==> src/rtl/core/ncs_pkg.sv <==
// Shared types, codes and helpers for the NAND command sequencer.
package ncs_pkg;

    // Field widths
    localparam int MODE_W  = 3;
    localparam int BLOCK_W = 10;
    localparam int PAGE_W  = 5;
    localparam int BYTE_W  = 8;
    localparam int WORD_W  = 16;
    localparam int KIND_W  = 3;
    localparam int CNT_W   = 10;
    localparam int STEP_W  = 3;

    // Parameter defaults
    localparam int PAGE_BYTES_DEFAULT = 528;
    localparam int PAGE_SHIFT_DEFAULT = 5;

    // Job queue between front and back
    localparam int QUEUE_DEPTH = 4;
    localparam int QUEUE_AW    = $clog2(QUEUE_DEPTH);

    // Request modes
    localparam logic [MODE_W-1:0] MODE_READ_ID    = 3'd0;
    localparam logic [MODE_W-1:0] MODE_RESET      = 3'd1;
    localparam logic [MODE_W-1:0] MODE_ERASE      = 3'd2;
    localparam logic [MODE_W-1:0] MODE_READ_PAGE  = 3'd3;
    localparam logic [MODE_W-1:0] MODE_PROG_PAGE  = 3'd4;
    localparam logic [MODE_W-1:0] MODE_FLASH_BYTE = 3'd5;
    localparam logic [MODE_W-1:0] MODE_HOST_BYTE  = 3'd6;

    // Bus cycle kinds
    localparam logic [KIND_W-1:0] CK_CMD    = 3'd0;
    localparam logic [KIND_W-1:0] CK_ADDR   = 3'd1;
    localparam logic [KIND_W-1:0] CK_WRITE  = 3'd2;
    localparam logic [KIND_W-1:0] CK_STROBE = 3'd3;
    localparam logic [KIND_W-1:0] CK_WAIT   = 3'd4;
    localparam logic [KIND_W-1:0] CK_HOST   = 3'd5;

    // Flash command opcodes
    localparam logic [BYTE_W-1:0] CMD_READ_ID = 8'h90;
    localparam logic [BYTE_W-1:0] CMD_RESET   = 8'hff;
    localparam logic [BYTE_W-1:0] CMD_ERASE1  = 8'h60;
    localparam logic [BYTE_W-1:0] CMD_ERASE2  = 8'hd0;
    localparam logic [BYTE_W-1:0] CMD_STATUS  = 8'h70;
    localparam logic [BYTE_W-1:0] CMD_READ    = 8'h00;
    localparam logic [BYTE_W-1:0] CMD_PROG1   = 8'h80;
    localparam logic [BYTE_W-1:0] CMD_PROG2   = 8'h10;
    localparam logic [BYTE_W-1:0] ADDR_COLUMN = 8'h00;

    // Operation tracked by the front
    typedef enum logic [2:0] {
        OP_IDLE,
        OP_ID,
        OP_ERASE_WAIT,
        OP_READ_WAIT,
        OP_READ_DATA,
        OP_PROG_DATA,
        OP_PROG_WAIT,
        OP_STATUS
    } op_state_t;

    // Bus sequence templates expanded by the back
    typedef enum logic [3:0] {
        J_RESET,
        J_ID,
        J_ERASE,
        J_READ,
        J_PROG,
        J_STROBE,
        J_HOST,
        J_HOST_STROBE,
        J_WRITE,
        J_WRITE_COMMIT,
        J_STATUS_CMD
    } job_kind_t;

    typedef struct packed {
        job_kind_t          kind;
        logic [BYTE_W-1:0]  byte_lo;
        logic [BYTE_W-1:0]  byte_hi;
        logic [WORD_W-1:0]  word;
        logic               outcome;
        logic               last;
    } job_t;

    typedef struct packed {
        logic [KIND_W-1:0]  cycle_kind;
        logic [BYTE_W-1:0]  bus_byte;
        logic [WORD_W-1:0]  host_word;
        logic               outcome;
        logic               last;
    } res_t;

    // Number of results a job expands into
    function automatic logic [STEP_W-1:0] job_len(input job_kind_t kind);
        logic [STEP_W-1:0] len;
        unique case (kind)
            J_RESET:        len = 3'd2;
            J_ID:           len = 3'd3;
            J_ERASE:        len = 3'd5;
            J_READ:         len = 3'd5;
            J_PROG:         len = 3'd4;
            J_STROBE:       len = 3'd1;
            J_HOST:         len = 3'd1;
            J_HOST_STROBE:  len = 3'd2;
            J_WRITE:        len = 3'd1;
            J_WRITE_COMMIT: len = 3'd3;
            J_STATUS_CMD:   len = 3'd2;
            default:        len = 3'd1;
        endcase
        return len;
    endfunction

endpackage

==> src/rtl/core/ncs_front.sv <==
// Front part: accepts requests and flash/host bytes, tracks the operation, queues jobs.
module ncs_front
    import ncs_pkg::*;
#(
    parameter int PAGE_BYTES = PAGE_BYTES_DEFAULT,
    parameter int PAGE_SHIFT = PAGE_SHIFT_DEFAULT
)
(
    input  logic               clk,
    input  logic               rst_n,
    input  logic               accept,
    input  logic [MODE_W-1:0]  mode,
    input  logic [BLOCK_W-1:0] block_number,
    input  logic [PAGE_W-1:0]  page_number,
    input  logic [BYTE_W-1:0]  data_byte,
    output logic               push,
    output job_t               push_job
);

    localparam logic [CNT_W-1:0] PAGE_LIMIT = CNT_W'(PAGE_BYTES);

    op_state_t         state_reg, state_next;
    logic [CNT_W-1:0]  count_reg, count_next;
    logic [BYTE_W-1:0] id_high_reg, id_high_next;
    logic [CNT_W-1:0]  count_inc;
    logic [WORD_W-1:0] block_ext;
    logic [WORD_W-1:0] row_block;
    logic [WORD_W-1:0] row_page;

    // Row address: block shifted up, page added, top bits dropped
    assign block_ext = WORD_W'(block_number);
    assign row_block = block_ext << PAGE_SHIFT;
    assign row_page  = row_block + WORD_W'(page_number);
    assign count_inc = count_reg + 1'b1;

    // Hold operation state
    always_ff @(posedge clk or negedge rst_n)
    begin
        if (!rst_n)
        begin
            state_reg   <= OP_IDLE;
            count_reg   <= '0;
            id_high_reg <= '0;
        end
        else
        begin
            state_reg   <= state_next;
            count_reg   <= count_next;
            id_high_reg <= id_high_next;
        end
    end

    // Classify the request and pick the job
    always_comb
    begin
        state_next   = state_reg;
        count_next   = count_reg;
        id_high_next = id_high_reg;
        push         = 1'b0;
        push_job     = '0;
        push_job.kind = J_STROBE;
        if (accept)
        begin
            unique case (mode)
                MODE_RESET:
                begin
                    push          = 1'b1;
                    push_job.kind = J_RESET;
                    push_job.last = 1'b1;
                    state_next    = OP_IDLE;
                    count_next    = '0;
                end
                MODE_READ_ID, MODE_ERASE, MODE_READ_PAGE, MODE_PROG_PAGE:
                begin
                    if (state_reg == OP_IDLE)
                    begin
                        push       = 1'b1;
                        count_next = '0;
                        unique case (mode)
                            MODE_READ_ID:
                            begin
                                push_job.kind = J_ID;
                                state_next    = OP_ID;
                            end
                            MODE_ERASE:
                            begin
                                push_job.kind    = J_ERASE;
                                push_job.byte_lo = row_block[7:0];
                                push_job.byte_hi = row_block[15:8];
                                state_next       = OP_ERASE_WAIT;
                            end
                            MODE_READ_PAGE:
                            begin
                                push_job.kind    = J_READ;
                                push_job.byte_lo = row_page[7:0];
                                push_job.byte_hi = row_page[15:8];
                                state_next       = OP_READ_WAIT;
                            end
                            default:
                            begin
                                push_job.kind    = J_PROG;
                                push_job.byte_lo = row_page[7:0];
                                push_job.byte_hi = row_page[15:8];
                                state_next       = OP_PROG_DATA;
                            end
                        endcase
                    end
                end
                MODE_HOST_BYTE:
                begin
                    if (state_reg == OP_PROG_DATA)
                    begin
                        push             = 1'b1;
                        push_job.byte_lo = data_byte;
                        if (count_inc >= PAGE_LIMIT)
                        begin
                            push_job.kind = J_WRITE_COMMIT;
                            state_next    = OP_PROG_WAIT;
                            count_next    = '0;
                        end
                        else
                        begin
                            push_job.kind = J_WRITE;
                            count_next    = count_inc;
                        end
                    end
                end
                MODE_FLASH_BYTE:
                begin
                    unique case (state_reg)
                        OP_ID:
                        begin
                            push = 1'b1;
                            if (count_reg == '0)
                            begin
                                push_job.kind = J_STROBE;
                                id_high_next  = data_byte;
                                count_next    = CNT_W'(1);
                            end
                            else
                            begin
                                push_job.kind = J_HOST;
                                push_job.word = {id_high_reg, data_byte};
                                push_job.last = 1'b1;
                                state_next    = OP_IDLE;
                                count_next    = '0;
                            end
                        end
                        OP_ERASE_WAIT, OP_PROG_WAIT:
                        begin
                            push          = 1'b1;
                            push_job.kind = J_STATUS_CMD;
                            state_next    = OP_STATUS;
                        end
                        OP_STATUS:
                        begin
                            push             = 1'b1;
                            push_job.kind    = J_HOST;
                            push_job.outcome = data_byte[0];
                            push_job.last    = 1'b1;
                            state_next       = OP_IDLE;
                            count_next       = '0;
                        end
                        OP_READ_WAIT:
                        begin
                            push          = 1'b1;
                            push_job.kind = J_STROBE;
                            state_next    = OP_READ_DATA;
                            count_next    = '0;
                        end
                        OP_READ_DATA:
                        begin
                            push          = 1'b1;
                            push_job.word = WORD_W'(data_byte);
                            if (count_inc >= PAGE_LIMIT)
                            begin
                                push_job.kind = J_HOST;
                                push_job.last = 1'b1;
                                state_next    = OP_IDLE;
                                count_next    = '0;
                            end
                            else
                            begin
                                push_job.kind = J_HOST_STROBE;
                                count_next    = count_inc;
                            end
                        end
                        default:
                        begin
                            // drop bytes nobody is waiting for
                        end
                    endcase
                end
                default:
                begin
                    // drop undefined modes
                end
            endcase
        end
    end

endmodule

==> src/rtl/core/ncs_queue.sv <==
// Short job queue that decouples the front from the back.
module ncs_queue
    import ncs_pkg::*;
(
    input  logic clk,
    input  logic rst_n,
    input  logic push,
    input  job_t push_job,
    output logic full,
    input  logic pop,
    output logic head_valid,
    output job_t head_job
);

    job_t                entry_reg [QUEUE_DEPTH];
    logic [QUEUE_AW-1:0] wr_ptr_reg;
    logic [QUEUE_AW-1:0] rd_ptr_reg;
    logic [QUEUE_AW:0]   fill_reg;
    logic                do_push;
    logic                do_pop;

    assign full       = (fill_reg == (QUEUE_AW+1)'(QUEUE_DEPTH));
    assign head_valid = (fill_reg != '0);
    assign head_job   = entry_reg[rd_ptr_reg];
    assign do_push    = push && !full;
    assign do_pop     = pop && head_valid;

    // Store pushed jobs
    always_ff @(posedge clk)
    begin
        if (do_push)
        begin
            entry_reg[wr_ptr_reg] <= push_job;
        end
    end

    // Advance pointers and fill level
    always_ff @(posedge clk or negedge rst_n)
    begin
        if (!rst_n)
        begin
            wr_ptr_reg <= '0;
            rd_ptr_reg <= '0;
            fill_reg   <= '0;
        end
        else
        begin
            if (do_push)
            begin
                wr_ptr_reg <= wr_ptr_reg + 1'b1;
            end
            if (do_pop)
            begin
                rd_ptr_reg <= rd_ptr_reg + 1'b1;
            end
            if (do_push && !do_pop)
            begin
                fill_reg <= fill_reg + 1'b1;
            end
            else if (do_pop && !do_push)
            begin
                fill_reg <= fill_reg - 1'b1;
            end
        end
    end

endmodule

==> src/rtl/core/ncs_back.sv <==
// Back part: expands queued jobs into bus cycles and host results, one per cycle while the output is taken.
module ncs_back
    import ncs_pkg::*;
(
    input  logic clk,
    input  logic rst_n,
    input  logic head_valid,
    input  job_t head_job,
    output logic pop,
    output logic out_valid,
    input  logic out_ready,
    output res_t out_res
);

    logic [STEP_W-1:0] step_reg, step_next;
    logic              valid_reg, valid_next;
    res_t              res_reg;
    res_t              cur_res;
    logic              load;
    logic              last_step;

    assign load      = !valid_reg || out_ready;
    assign last_step = (step_reg == job_len(head_job.kind) - 1'b1);
    assign pop       = load && head_valid && last_step;
    assign out_valid = valid_reg;
    assign out_res   = res_reg;

    // Select the result for the current step of the head job
    always_comb
    begin
        cur_res = '0;
        unique case (head_job.kind)
            J_RESET:
            begin
                if (step_reg == 3'd0)
                begin
                    cur_res.cycle_kind = CK_CMD;
                    cur_res.bus_byte   = CMD_RESET;
                end
                else
                begin
                    cur_res.cycle_kind = CK_HOST;
                    cur_res.last       = 1'b1;
                end
            end
            J_ID:
            begin
                unique case (step_reg)
                    3'd0:
                    begin
                        cur_res.cycle_kind = CK_CMD;
                        cur_res.bus_byte   = CMD_READ_ID;
                    end
                    3'd1:
                    begin
                        cur_res.cycle_kind = CK_ADDR;
                        cur_res.bus_byte   = ADDR_COLUMN;
                    end
                    default:
                    begin
                        cur_res.cycle_kind = CK_STROBE;
                    end
                endcase
            end
            J_ERASE:
            begin
                unique case (step_reg)
                    3'd0:
                    begin
                        cur_res.cycle_kind = CK_CMD;
                        cur_res.bus_byte   = CMD_ERASE1;
                    end
                    3'd1:
                    begin
                        cur_res.cycle_kind = CK_ADDR;
                        cur_res.bus_byte   = head_job.byte_lo;
                    end
                    3'd2:
                    begin
                        cur_res.cycle_kind = CK_ADDR;
                        cur_res.bus_byte   = head_job.byte_hi;
                    end
                    3'd3:
                    begin
                        cur_res.cycle_kind = CK_CMD;
                        cur_res.bus_byte   = CMD_ERASE2;
                    end
                    default:
                    begin
                        cur_res.cycle_kind = CK_WAIT;
                    end
                endcase
            end
            J_READ, J_PROG:
            begin
                unique case (step_reg)
                    3'd0:
                    begin
                        cur_res.cycle_kind = CK_CMD;
                        cur_res.bus_byte   = (head_job.kind == J_READ) ? CMD_READ : CMD_PROG1;
                    end
                    3'd1:
                    begin
                        cur_res.cycle_kind = CK_ADDR;
                        cur_res.bus_byte   = ADDR_COLUMN;
                    end
                    3'd2:
                    begin
                        cur_res.cycle_kind = CK_ADDR;
                        cur_res.bus_byte   = head_job.byte_lo;
                    end
                    3'd3:
                    begin
                        cur_res.cycle_kind = CK_ADDR;
                        cur_res.bus_byte   = head_job.byte_hi;
                    end
                    default:
                    begin
                        cur_res.cycle_kind = CK_WAIT;
                    end
                endcase
            end
            J_STROBE:
            begin
                cur_res.cycle_kind = CK_STROBE;
            end
            J_HOST:
            begin
                cur_res.cycle_kind = CK_HOST;
                cur_res.host_word  = head_job.word;
                cur_res.outcome    = head_job.outcome;
                cur_res.last       = head_job.last;
            end
            J_HOST_STROBE:
            begin
                if (step_reg == 3'd0)
                begin
                    cur_res.cycle_kind = CK_HOST;
                    cur_res.host_word  = head_job.word;
                end
                else
                begin
                    cur_res.cycle_kind = CK_STROBE;
                end
            end
            J_WRITE:
            begin
                cur_res.cycle_kind = CK_WRITE;
                cur_res.bus_byte   = head_job.byte_lo;
            end
            J_WRITE_COMMIT:
            begin
                unique case (step_reg)
                    3'd0:
                    begin
                        cur_res.cycle_kind = CK_WRITE;
                        cur_res.bus_byte   = head_job.byte_lo;
                    end
                    3'd1:
                    begin
                        cur_res.cycle_kind = CK_CMD;
                        cur_res.bus_byte   = CMD_PROG2;
                    end
                    default:
                    begin
                        cur_res.cycle_kind = CK_WAIT;
                    end
                endcase
            end
            J_STATUS_CMD:
            begin
                if (step_reg == 3'd0)
                begin
                    cur_res.cycle_kind = CK_CMD;
                    cur_res.bus_byte   = CMD_STATUS;
                end
                else
                begin
                    cur_res.cycle_kind = CK_STROBE;
                end
            end
            default:
            begin
                cur_res = '0;
            end
        endcase
    end

    // Advance the step and output valid
    always_comb
    begin
        step_next  = step_reg;
        valid_next = valid_reg;
        if (load)
        begin
            valid_next = head_valid;
            if (head_valid)
            begin
                step_next = last_step ? '0 : step_reg + 1'b1;
            end
        end
    end

    always_ff @(posedge clk or negedge rst_n)
    begin
        if (!rst_n)
        begin
            step_reg  <= '0;
            valid_reg <= 1'b0;
        end
        else
        begin
            step_reg  <= step_next;
            valid_reg <= valid_next;
        end
    end

    // Hold the result until it is taken
    always_ff @(posedge clk)
    begin
        if (load && head_valid)
        begin
            res_reg <= cur_res;
        end
    end

endmodule

==> src/rtl/core/nand_command_sequencer_core.sv <==
// A request's job is written into the job queue, and its first result is then registered in
// the back part's result register before it is presented. Results leave at one per cycle while
// the receiver is ready; a job stays at the head of the queue until its last result is loaded.
// The four-entry job queue sets how far the front may run ahead of the back.
// Reset: asynchronous, active low; returns to idle, empties the queue, clears counts.
module nand_command_sequencer_core
    import ncs_pkg::*;
#(
    parameter int PAGE_BYTES = PAGE_BYTES_DEFAULT,
    parameter int PAGE_SHIFT = PAGE_SHIFT_DEFAULT
)
(
    input  logic        clk,
    input  logic        rst_n,
    input  logic        s_tvalid,
    output logic        s_tready,
    input  logic [23:0] s_tdata,   // block_number[9:0], page_number[14:10], data_byte[22:15], pad
    input  logic [2:0]  s_tuser,   // mode[2:0]
    output logic        m_tvalid,
    input  logic        m_tready,
    output logic [31:0] m_tdata,   // bus_byte[7:0], host_word[23:8], outcome[24], pad
    output logic [2:0]  m_tuser,   // cycle_kind[2:0]
    output logic        m_tlast    // last
);

    logic accept;
    logic push;
    job_t push_job;
    logic full;
    logic pop;
    logic head_valid;
    job_t head_job;
    res_t out_res;

    assign s_tready = !full;
    assign accept   = s_tvalid && !full;

    // Classify requests
    ncs_front #(
        .PAGE_BYTES (PAGE_BYTES),
        .PAGE_SHIFT (PAGE_SHIFT)
    ) u_front (
        .clk          (clk),
        .rst_n        (rst_n),
        .accept       (accept),
        .mode         (s_tuser),
        .block_number (s_tdata[9:0]),
        .page_number  (s_tdata[14:10]),
        .data_byte    (s_tdata[22:15]),
        .push         (push),
        .push_job     (push_job)
    );

    // Buffer jobs
    ncs_queue u_queue (
        .clk        (clk),
        .rst_n      (rst_n),
        .push       (push),
        .push_job   (push_job),
        .full       (full),
        .pop        (pop),
        .head_valid (head_valid),
        .head_job   (head_job)
    );

    // Expand jobs into results
    ncs_back u_back (
        .clk        (clk),
        .rst_n      (rst_n),
        .head_valid (head_valid),
        .head_job   (head_job),
        .pop        (pop),
        .out_valid  (m_tvalid),
        .out_ready  (m_tready),
        .out_res    (out_res)
    );

    assign m_tdata = {7'b0, out_res.outcome, out_res.host_word, out_res.bus_byte};
    assign m_tuser = out_res.cycle_kind;
    assign m_tlast = out_res.last;

endmodule

==> config.mk <==
export PLATFORM = sky130hd
export DESIGN_NAME = nand_command_sequencer_core
export DESIGN_NICKNAME = d
export VERILOG_FILES = /design/src/rtl/core/ncs_pkg.sv /design/src/rtl/core/ncs_front.sv /design/src/rtl/core/ncs_queue.sv /design/src/rtl/core/ncs_back.sv /design/src/rtl/core/nand_command_sequencer_core.sv
export SDC_FILE = /design/constraint.sdc
export NUM_CORES = 1
export LEC_CHECK = 0
export BUFFER_PORTS_ARGS = -buffer_cell sky130_fd_sc_hd__buf_4
export CAP_MARGIN = 20
export CORE_MARGIN = 1.5
export CORE_UTILIZATION = 40
export DETAILED_ROUTE_END_ITERATION = 10
export GPL_TIMING_DRIVEN = 0
export RECOVER_POWER = 100
export SKIP_LAST_GASP = 1
export SYNTH_ARGS = -nofsm -noshare
export SYNTH_HDL_FRONTEND = slang
export SYNTH_SLANG_ARGS = --single-unit
==> constraint.sdc <==
create_clock -name clk -period 6 [get_ports clk]
set_input_delay 0.3 -clock clk [delete_from_list [all_inputs] [get_ports clk]]
set_output_delay 0.3 -clock clk [all_outputs]
set_load 0.05 [all_outputs]
== Word level (Yosys, flattened, before mapping) ==
Memories as Yosys holds them, arrays and structs flattened.
Cells that the tools add are included.

* Bits in registers: 61
* Bits in writable memories: 152
* Memory bits (read-only): 48
* Input port bits: 31
* Output and inout port bits: 38
* Memories kept: 2

{| class="wikitable"
|+ Memory list
! name !! depth !! bits a word !! rd ports !! clocked after memory_dff !! wr ports !! line !! source
|-
| u_queue.entry_reg || 4 || 38 || 1 || 0 || 1 || ncs_queue.sv:15 || <nowiki>job_t entry_reg [QUEUE_DEPTH];</nowiki>
|-
| (no name shown) || 16 || 3 || 1 || 0 || 0 || ncs_pkg.sv:97 || <nowiki>unique case (kind)</nowiki>
|}

* Add/sub/neg operators: 8
* $lt $le $gt $ge: 1
* Eq/ne operators: 35
* Mux-type cells: 64
* Reduce and logical (&&, ||, !) cells: 32

{| class="wikitable"
|+ Operators by type and width
! operator !! count
|-
| one-hot mux 16 bit (2 select lines) || 3
|-
| one-hot mux 8 bit (7 select lines) || 1
|-
| one-hot mux 10 bit (4 select lines) || 1
|-
| two-way mux 38 bit || 1
|-
| two-way mux 16 bit || 2
|-
| two-way mux 8 bit || 4
|-
| one-hot mux 4 bit (4 select lines) || 2
|-
| one-hot mux 8 bit (2 select lines) || 2
|-
| one-hot mux 8 bit (4 select lines) || 1
|-
| two-way mux 10 bit || 3
|-
| two-way mux 3 bit || 10
|-
| one-hot mux 10 bit (3 select lines) || 1
|-
| one-hot mux 3 bit (10 select lines) || 1
|-
| equality test 3 bit, second input constant || 8
|-
| one-hot mux 8 bit (3 select lines) || 1
|-
| two-way mux 19 bit || 1
|-
| equality test 3 x 2 -> 1 bit, second input constant || 6
|-
| one-hot mux 3 bit (2 select lines) || 3
|-
| one-hot mux 3 bit (3 select lines) || 2
|-
| two-way mux 17 bit || 1
|-
| adder 15 x 5 -> 16 bit || 1
|-
| equality test 4 x 3 -> 1 bit, second input constant || 4
|-
| one-hot mux 3 bit (5 select lines) || 1
|-
| two-way mux 1 bit || 13
|-
| 40 further kinds || 67
|}

== Logic depth before layout (Yosys ltp) ==
Gate-level depths: netlist (run 1).

* Depth in word-level cells: 10
* Gate-level depth with buffers: 20
* Depth with buffers taken out: 17

== By module ==
A second synthesis (run 1) with hierarchy kept.

* Cell total of the unflattened synthesis: 679
* Area, all modules: 10,085.9 µm²

{| class="wikitable"
|+ By module, submodules not included
! module !! instances !! cells each !! area each (µm²) !! seq. area each (µm²)
|-
| ncs_queue || 1 || 234 || 5,969.5 || 4,739.5
|-
| ncs_back || 1 || 196 || 2,105.8 || 970.9
|-
| ncs_front || 1 || 239 || 1,944.4 || 525.5
|-
| nand_command_sequencer_core || 1 || 10 || 66.3 || 0.0
|}

== Worst setup path before layout (run 1) ==
OpenSTA, ideal clock, no wires.

* Path kind: register to register
* Start point: reg u_queue.rd_ptr_reg[0]
* End point: reg u_queue.fill_reg[1]
* Library setup time: 0.125 ns
* Arrival time: 4.286 ns
* Path slack: 1.589 ns
* Stages on the path, launching flop included: 18
* Buffers on the path: 4
* Clock period less this slack: 4.411 ns
* Cell sequence: dfrtp_1 buf_4 buf_2 buf_2 mux4_2 inv_1 ha_1 clkbuf_1 mux2i_1 o2bb2ai_2 ha_1 xnor2_1 nor3_2 nand2_1 ha_1 inv_1 fa_1 mux2_2

* Cells in the longest elaborated chain, start to end: 9
* Elaborated cells between the ends (all ways): 11

{| class="wikitable"
|+ Ends and longest elaborated chain
! item !! line !! source
|-
| from (decl) || ncs_queue.sv:17 || <nowiki>logic [QUEUE_AW-1:0] rd_ptr_reg;</nowiki>
|-
| from (signal assigned) || ncs_queue.sv:54 || <nowiki>rd_ptr_reg <= rd_ptr_reg + 1'b1;</nowiki>
|-
| memory (4 x 38 bit) (*) || - ||
|-
| memory (16 x 3 bit) (*) || - ||
|-
| subtractor 3 x 1 -> 3 bit (*) || ncs_back.sv:23 || <nowiki>assign last_step = (step_reg == job_len(head_job.kind) - 1'b1);</nowiki>
|-
| equality test 3 bit (*) || ncs_back.sv:23 ||
|-
| logical AND 1 bit (*) || ncs_back.sv:24 || <nowiki>assign pop = load && head_valid && last_step;</nowiki>
|-
| logical AND 1 bit (*) || ncs_queue.sv:26 || <nowiki>assign do_pop = pop && head_valid;</nowiki>
|-
| logical NOT 1 bit || ncs_queue.sv:56 || <nowiki>if (do_push && !do_pop)</nowiki>
|-
| logical AND 1 bit || ncs_queue.sv:56 ||
|-
| two-way mux 3 bit / nonzero test 2 bit (equally long branches) || - ||
|-
| to (signal assigned) || ncs_queue.sv:58 || <nowiki>fill_reg <= fill_reg + 1'b1;</nowiki>
|-
| to (signal assigned) || ncs_queue.sv:62 || <nowiki>fill_reg <= fill_reg - 1'b1;</nowiki>
|-
| to (decl) || ncs_queue.sv:18 || <nowiki>logic [QUEUE_AW:0] fill_reg;</nowiki>
|}

Every way passes the cells marked *; elsewhere a longest branch is shown, timed or not.
A chain may end at the register's enable or synchronous reset.

== Worst setup path after layout (run 1) ==
* Start point: reg u_queue.rd_ptr_reg[1]
* End point: reg u_queue.fill_reg[1]

The elaborated chain is that of the path after synthesis.

==> results.txt, run 1 <==
Outcome = finished with violations
Failing checks = capacitance limit, slew limit
Clk slew on worst S/H paths = 60 ps
Achievable clock frequency = 184.5 MHz
Largest net degree at the start of global routing = 33
Largest stage delay, worst path = 590 ps
Setup Buffers After CTS = 0
EDFF count, synth = 177
Vias = 5965
PortBufs = 60
Ant. Diodes = 0
First-pass GRT wire length = 33800 um
Fin crit share = 90.32%
Initial core utilization = 40.85%
Unrepaired setup endpoints after global routing = no
Startpoint types = register
Top_reg_cell synth = edfxtp_1
Static leakage = 4.039 nW
Post-DP HPWL = 14810 um
Nets = 823
Met1 usage = 24.44%
Total Routing Usage GR = 17.80%
Vias in the first global route = 5944
Critical path endpoint category = register
Grt total ovfl = 0
First DRT Iteration DRCs = 479
Max reg flops = 148
Syn Inst Count = 673
Setup ws final = 580.8 ps
Post-Syn Area per Cell = 14.25 sq um
Vias/cell = 5.374
Count of cell types in the netlist = 62
Finished Core Util = 47.47%
Register area share after synthesis = 63.79%
Core region area = 23470 sq um
Max-slew violations = 140
Worst Skew = 23.82 ps
Layer with the highest usage = met2
Initial antenna violation count = 0
Synth async-reset ratio = 15.31%
Htree depth = 1
P per Cell Area = 497.0 nW/um^2
Final ANT Viol Nets = 0
Cell Area, Synth = 9588 sq um
Dpl ws = 567.1 ps
CTS Sinks = 209
Number of core rows = 56
TNS Setup = 0 ps
Die area = 24910 sq um
Drt pass-1 iters = 5
Grt met2 use = 29.05%
DRC violations left = 0
Hold Slack = 29.23 ps
Worst slew margin = -41.66%
Power Total = 5.537 mW
R2r worst-path depth = 17
Critical Path Fanout Max = 10
Grt met3 use = 3.312%
Max Cap Viol = 5
CTS tree = built
Die Y = 157.8 um
Num CTS Buffers = 24
Worst-Margin Slew = 2125 ps
Hold path cells = 4
Final Setup Violations = 0
Seq cells post-synth = 209
# IOs = 69
Share of layout cells above drive strength 1 = 16.18%
Layout area overhead = 16.21%
Routability cong. = 0.9386
Root Driver = clkbuf_16
Worst path arrival time = 5820 ps
Clk buf depth = 3
Worst hold-check path type = in -> reg
Drt wl/cell = 19.46 um
Endpoints failing hold = 0
Fin crit period = 5419 ps
Max stage delay cell, worst path = clkbuf_1
Peak VDD IR = 0.0002141 V
Worst-Skew Late Latency = 530 ps
Final WL = 21600 um
Yosys warns = 0
CP required = 6400 ps
Die span in x = 157.8 um
CP Cell Sequence = buf_2, clkbuf_1, clkbuf_1, mux4_2, inv_1, ha_1, clkbuf_1, mux2i_1, o2bb2ai_2, ha_1, xnor2_1, nor3_2, nand2_1, ha_1, inv_1, fa_1, mux2_2
Critical path class = reg -> reg
synthesized netlist by cell type, types with 3 or more instances:
cell      instances  area [sq um]
nand2b_1          4         25.02
a22oi_1          16         120.1
mux4_2           37         833.3
a22o_1            3         26.28
buf_1             4         15.01
clkbuf_1         20         75.07
and2_1           25         156.4
o22ai_1           7         43.79
xor2_1            5         43.79
buf_2             7         35.03
o211ai_1          3         22.52
o21ai_0          23         115.1
buf_4             8         60.06
a221o_1           6         60.06
a21o_1            5         37.54
nor3_1           10         50.05
inv_1            20         75.07
nand2_1          48         180.2
xnor2_1          10         87.58
o21ai_1           3         15.01
a31oi_1          10         62.56
nor2_1           27         101.4
ha_1             18         225.2
a21oi_1          28         140.1
nor2b_1           9         56.30
nor4_1            3         18.77
and3_1           30         187.7
mux2i_1           5         50.05
edfxtp_1        177          5315
or3_1             3         18.77
o31ai_1           3         22.52
mux2_2            9         101.4
dfrtp_1          32         800.8
nand3_1          18         90.09
what timing repair did:
item	CTS	global route
hold endpoints to repair	32	0
hold buffers	1	0
endpoints found under the setup margin	0	0
gates resized for setup	0	0
final timing paths:
check                                                   from                         endpoint  slack [ps]
setup / recovery           u_queue.rd_ptr_reg[1]$_DFFE_PN0P_  u_queue.fill_reg[1]$_DFFE_PN0P_         580
max in group asynchronous                              rst_n  u_queue.fill_reg[0]$_DFFE_PN0P_        3820
hold reg to reg              u_queue.fill_reg[2]$_DFFE_PN0P_  u_queue.fill_reg[2]$_DFFE_PN0P_         500
hold / removal                                      m_tready     u_back.out_valid$_DFFE_PN0N_          30
min in group asynchronous                              rst_n   u_back.step_reg[0]$_DFFE_PN0P_         940
setup reg to reg           u_queue.rd_ptr_reg[1]$_DFFE_PN0P_  u_queue.fill_reg[1]$_DFFE_PN0P_         580
power breakdown:
group          internal [mW]  total [mW]  switching [mW]  leakage, nW
registers               1.90        2.00           0.107         2.09
clock network          0.847        1.41           0.559        0.369
logic                  0.737        2.13            1.39         1.58
total                   3.48        5.54            2.06         4.04
routing by layer:
layer | wire length (um) | share of wire [%] | vias up
li1 | - | - | 2781
met1 | 9549 | 44 | 2966
met2 | 10490 | 49 | 193
met3 | 1253 | 5.8 | 25
met4 | 314 | 1.5 | 0
met5 | 0 | 0 | -
metrics by stage:
stage | instance area, sq um | std cells
global route | 11140 | 1110
detailed placement | 10580 | 1064
floorplan | 9610 | 679
CTS | 11360 | 1109
global placement | 10460 | 1058
finish | 11140 | 1110
layout by cell type, fill, tap and decap left out, types with 5 or more instances in the layout:
| cell | Yosys | final |
|---|---|---|
| edfxtp_1 | 177 | 177 |
| clkbuf_1 | 20 | 70 |
| nand2_1 | 48 | 48 |
| mux4_2 | 37 | 37 |
| buf_4 | 8 | 36 |
| dfrtp_1 | 32 | 32 |
| and3_1 | 30 | 30 |
| a21oi_1 | 28 | 29 |
| nor2_1 | 27 | 28 |
| o21ai_0 | 23 | 25 |
| clkbuf_16 | 0 | 24 |
| inv_1 | 20 | 21 |
| and2_0 | 0 | 21 |
| nand3_1 | 18 | 18 |
| ha_1 | 18 | 18 |
| a22oi_1 | 16 | 16 |
| nor3_1 | 10 | 10 |
| xnor2_1 | 10 | 10 |
| a31oi_1 | 10 | 10 |
| nor2b_1 | 9 | 9 |
| mux2_2 | 9 | 9 |
| o22ai_1 | 7 | 7 |
| conb_1 | 1 | 7 |
| buf_2 | 7 | 6 |
| a221o_1 | 6 | 6 |
| mux2i_1 | 5 | 5 |
| a21o_1 | 5 | 5 |
| xor2_1 | 5 | 5 |
| clkbuf_8 | 0 | 5 |
layout make-up:
class / instances / area (sq um)
clock buffers: 38 / 703.2
fillers: 2083 / 12330
flip-flops and latches: 209 / 6116
plain buffers: 40 / 195.2
inverters: 21 / 78.83
well taps: 319 / 399.1
clock inverters: 6 / 70.07
multi-input cells: 409 / 3213
repair buffers: 68 / 366.6
critical path: cells and delay by family, from the launching register on:
family	cells	cell delay, ps
AOI/OAI and AO/OA	1	220
xor gates and xnor gates	1	140
adders and majority gates	4	1180
buffers and inverters	6	1930
DFF	1	350
muxes	3	910
and+or+nand+nor	2	560
kinds of logic (layout without fill, tap and decap cells):
kind of cell	after synthesis	after routing	synth area share [%]
fa+ha+maj	19	19	2.558
compound gates	128	128	8.874
flops	209	209	63.79
other cells	1	7	0.03911
mux	51	51	10.27
xor+xnor	15	15	1.370
buf+inv	61	173	2.871
simple gates	189	189	10.23
Note: power is estimated with default switching activity, not from simulation.
==> run 2: changes to the inputs <==
--- a/config.mk
+++ b/config.mk
@@ -11,6 +11,7 @@
 export CORE_UTILIZATION = 40
 export DETAILED_ROUTE_END_ITERATION = 10
 export GPL_TIMING_DRIVEN = 0
+export PLACE_DENSITY = 0.58
 export RECOVER_POWER = 100
 export SKIP_LAST_GASP = 1
 export SYNTH_ARGS = -nofsm -noshare
==> results.txt, run 2 (same netlist as run 1, synthesis figures left out) <==
Critical Path Start = u_queue.rd_ptr_reg[1]$_DFFE_PN0P_ (unchanged)
Routability cong. = 0.8675 (was 0.9386)
# IOs = 69 (unchanged)
Worst hold-check path type = in -> reg (unchanged)
Reg2reg end = u_queue.fill_reg[1]$_DFFE_PN0P_ (unchanged)
Die area = 24910 sq um (unchanged)
R2R setup slack = 510 ps (was 580 ps)
Clk buf depth = 3 (unchanged)
Final WL = 21680 um (was 21600 um)
Worst-Margin Slew = 2123 ps (was 2125 ps)
Num CTS Buffers = 24 (unchanged)
Static leakage = 4.065 nW (was 4.039 nW)
Worst Skew = 19.81 ps (was 23.82 ps)
Root Driver = clkbuf_16 (unchanged)
Hold path cells = 4 (unchanged)
Most common cell after layout, fill and taps aside = edfxtp_1 (unchanged)
Share of layout cells above drive strength 1 = 16.58% (was 16.18%)
Final Setup Violations = 0 (unchanged)
TNS Setup = 0 ps (unchanged)
Final ANT Viol Nets = 0 (unchanged)
Critical path class = reg -> reg (unchanged)
Fillers = 2073 (was 2083)
Register area = 6116 sq um (unchanged)
Reg2Reg Launch Point = u_queue.rd_ptr_reg[1]$_DFFE_PN0P_ (unchanged)
Critical Path End = u_queue.fill_reg[1]$_DFFE_PN0P_ (unchanged)
Fin crit share = 91.55% (was 90.32%)
Fin crit period = 5493 ps (was 5419 ps)
Core region area = 23470 sq um (unchanged)
CTS Sinks = 209 (unchanged)
Worst path arrival time = 5880 ps (was 5820 ps)
Max-slew violations = 161 (was 140)
Achievable clock frequency = 182.1 MHz (was 184.5 MHz)
Finished Core Util = 47.57% (was 47.47%)
PortBufs = 60 (unchanged)
Drt wl/cell = 19.54 um (was 19.46 um)
Worst slew margin = -41.55% (was -41.66%)
Largest net degree at the start of global routing = 33 (unchanged)
Drt pass-1 iters = 4 (was 5)
Endpoints failing hold = 0 (unchanged)
Die Y = 157.8 um (unchanged)
Max Cap Viol = 6 (was 5)
Failing checks = capacitance limit, slew limit (unchanged)
Initial antenna violation count = 0 (unchanged)
Clk slew on worst S/H paths = 60 ps (about the same)
Layout area overhead = 16.46% (was 16.21%)
Vias/cell = 5.373 (was 5.374)
CTS tree = built (unchanged)
Vias in the first global route = 5968 (was 5944)
R2r worst-path depth = 17 (unchanged)
Area of the multi-input gates = 3213 sq um (unchanged)
Htree depth = 1 (unchanged)
Die span in x = 157.8 um (unchanged)
DRC violations left = 0 (unchanged)
Max reg flops = 148 (unchanged)
Grt total ovfl = 0 (unchanged)
Outcome = finished with violations (unchanged)
CP required = 6390 ps (was 6400 ps)
Unrepaired setup endpoints after global routing = no (unchanged)
First-pass GRT wire length = 33400 um (was 33800 um)
Peak VDD IR = 0.0002010 V (was 0.0002141 V)
Number of core rows = 56 (unchanged)
P per Cell Area = 500.3 nW/um^2 (was 497.0 nW/um^2)
Ant. Diodes = 0 (unchanged)
Nets = 822 (was 823)
Worst-Skew Late Latency = 520 ps (was 530 ps)
Critical path endpoint category = register (unchanged)
Post-DP HPWL = 14980 um (was 14810 um)
Total Routing Usage GR = 17.73% (was 17.80%)
Critical Path Fanout Max = 10 (unchanged)
First DRT Iteration DRCs = 433 (was 479)
Startpoint types = register (unchanged)
Vias = 5959 (was 5965)
Most frequent cells in the layout = edfxtp_1 (177), clkbuf_1 (66), nand2_1 (48) (was edfxtp_1 (177), clkbuf_1 (70), nand2_1 (48))
Initial core utilization = 40.85% (unchanged)
## run 2: worst max-delay path, cell delays in order (launching register included)
cell and delay, ps:
dfrtp_1 350, buf_2 270, clkbuf_1 550, clkbuf_1 600
mux4_2 460, inv_1 130, ha_1 160, clkbuf_1 320
mux2i_1 170, o2bb2ai_2 210, ha_1 270, xnor2_1 140
nor3_2 360, nand2_1 220, ha_1 410, inv_1 80
fa_1 400, mux2_2 270
## run 2: repair_timing
action | CTS | global route
hold endpoints to repair | 32 | 0
gates resized for setup | 0 | 0
setup buffers | 0 | 0
hold buffers | 1 | 0
## run 2: worst min-delay path by stage
stage	from	to	slack (ps)
after floorplan	rst_n	u_back.out_valid$_DFFE_PN0N_	4
after global placement	rst_n	u_back.step_reg[1]$_DFFE_PN0P_	290
after detailed placement	rst_n	u_back.step_reg[0]$_DFFE_PN0P_	300
after CTS	m_tready	u_back.out_valid$_DFFE_PN0N_	60
after global routing	s_tdata[21]	u_front.id_high_reg[6]$_DFFE_PN0P_	70
final	m_tready	u_back.out_valid$_DFFE_PN0N_	50
## run 2: cell type report
| cell class | count | area share (%) |
|---|---|---|
| Timing Repair Buffer | 67 | 3.250 |
| Clock buffer | 35 | 6.197 |
| Sequential cell | 209 | 54.77 |
| Buffer | 40 | 1.748 |
| Clock inverter | 9 | 0.9749 |
| Inverter | 21 | 0.7060 |
| Multi-Input combinational cell | 409 | 28.78 |
| Tap cell | 319 | 3.575 |
## run 2: through the flow
step | hold slack (ps) | instances | instance area (sq um) | setup WS, ps | total power, mW
after global routing | 66.51 | 1109 | 11170 | 166.5 | 5.893
final | 47.11 | 1109 | 11170 | 507.2 | 5.586
after global placement | 287.2 | 1058 | 10460 | 547.6 | 4.199
after floorplan | 4.409 | 679 | 9610 | 1589 | 3.630
after detailed placement | 302.9 | 1064 | 10590 | 574.8 | 4.282
after CTS | 59.52 | 1109 | 11400 | 567.6 | 5.737
## run 2: power by group
part / switching, mW / internal (mW)
registers: 0.107 / 1.90
clock network: 0.562 / 0.886
logic: 1.39 / 0.739
## run 2: metal layers
metal	up-vias	track usage [%]	part of all wire [%]
li1	2784	-	-
met1	2966	24.21	44
met2	176	29.59	49
met3	33	2.874	5.3
met4	0	4.537	1.7
met5	-	0	0
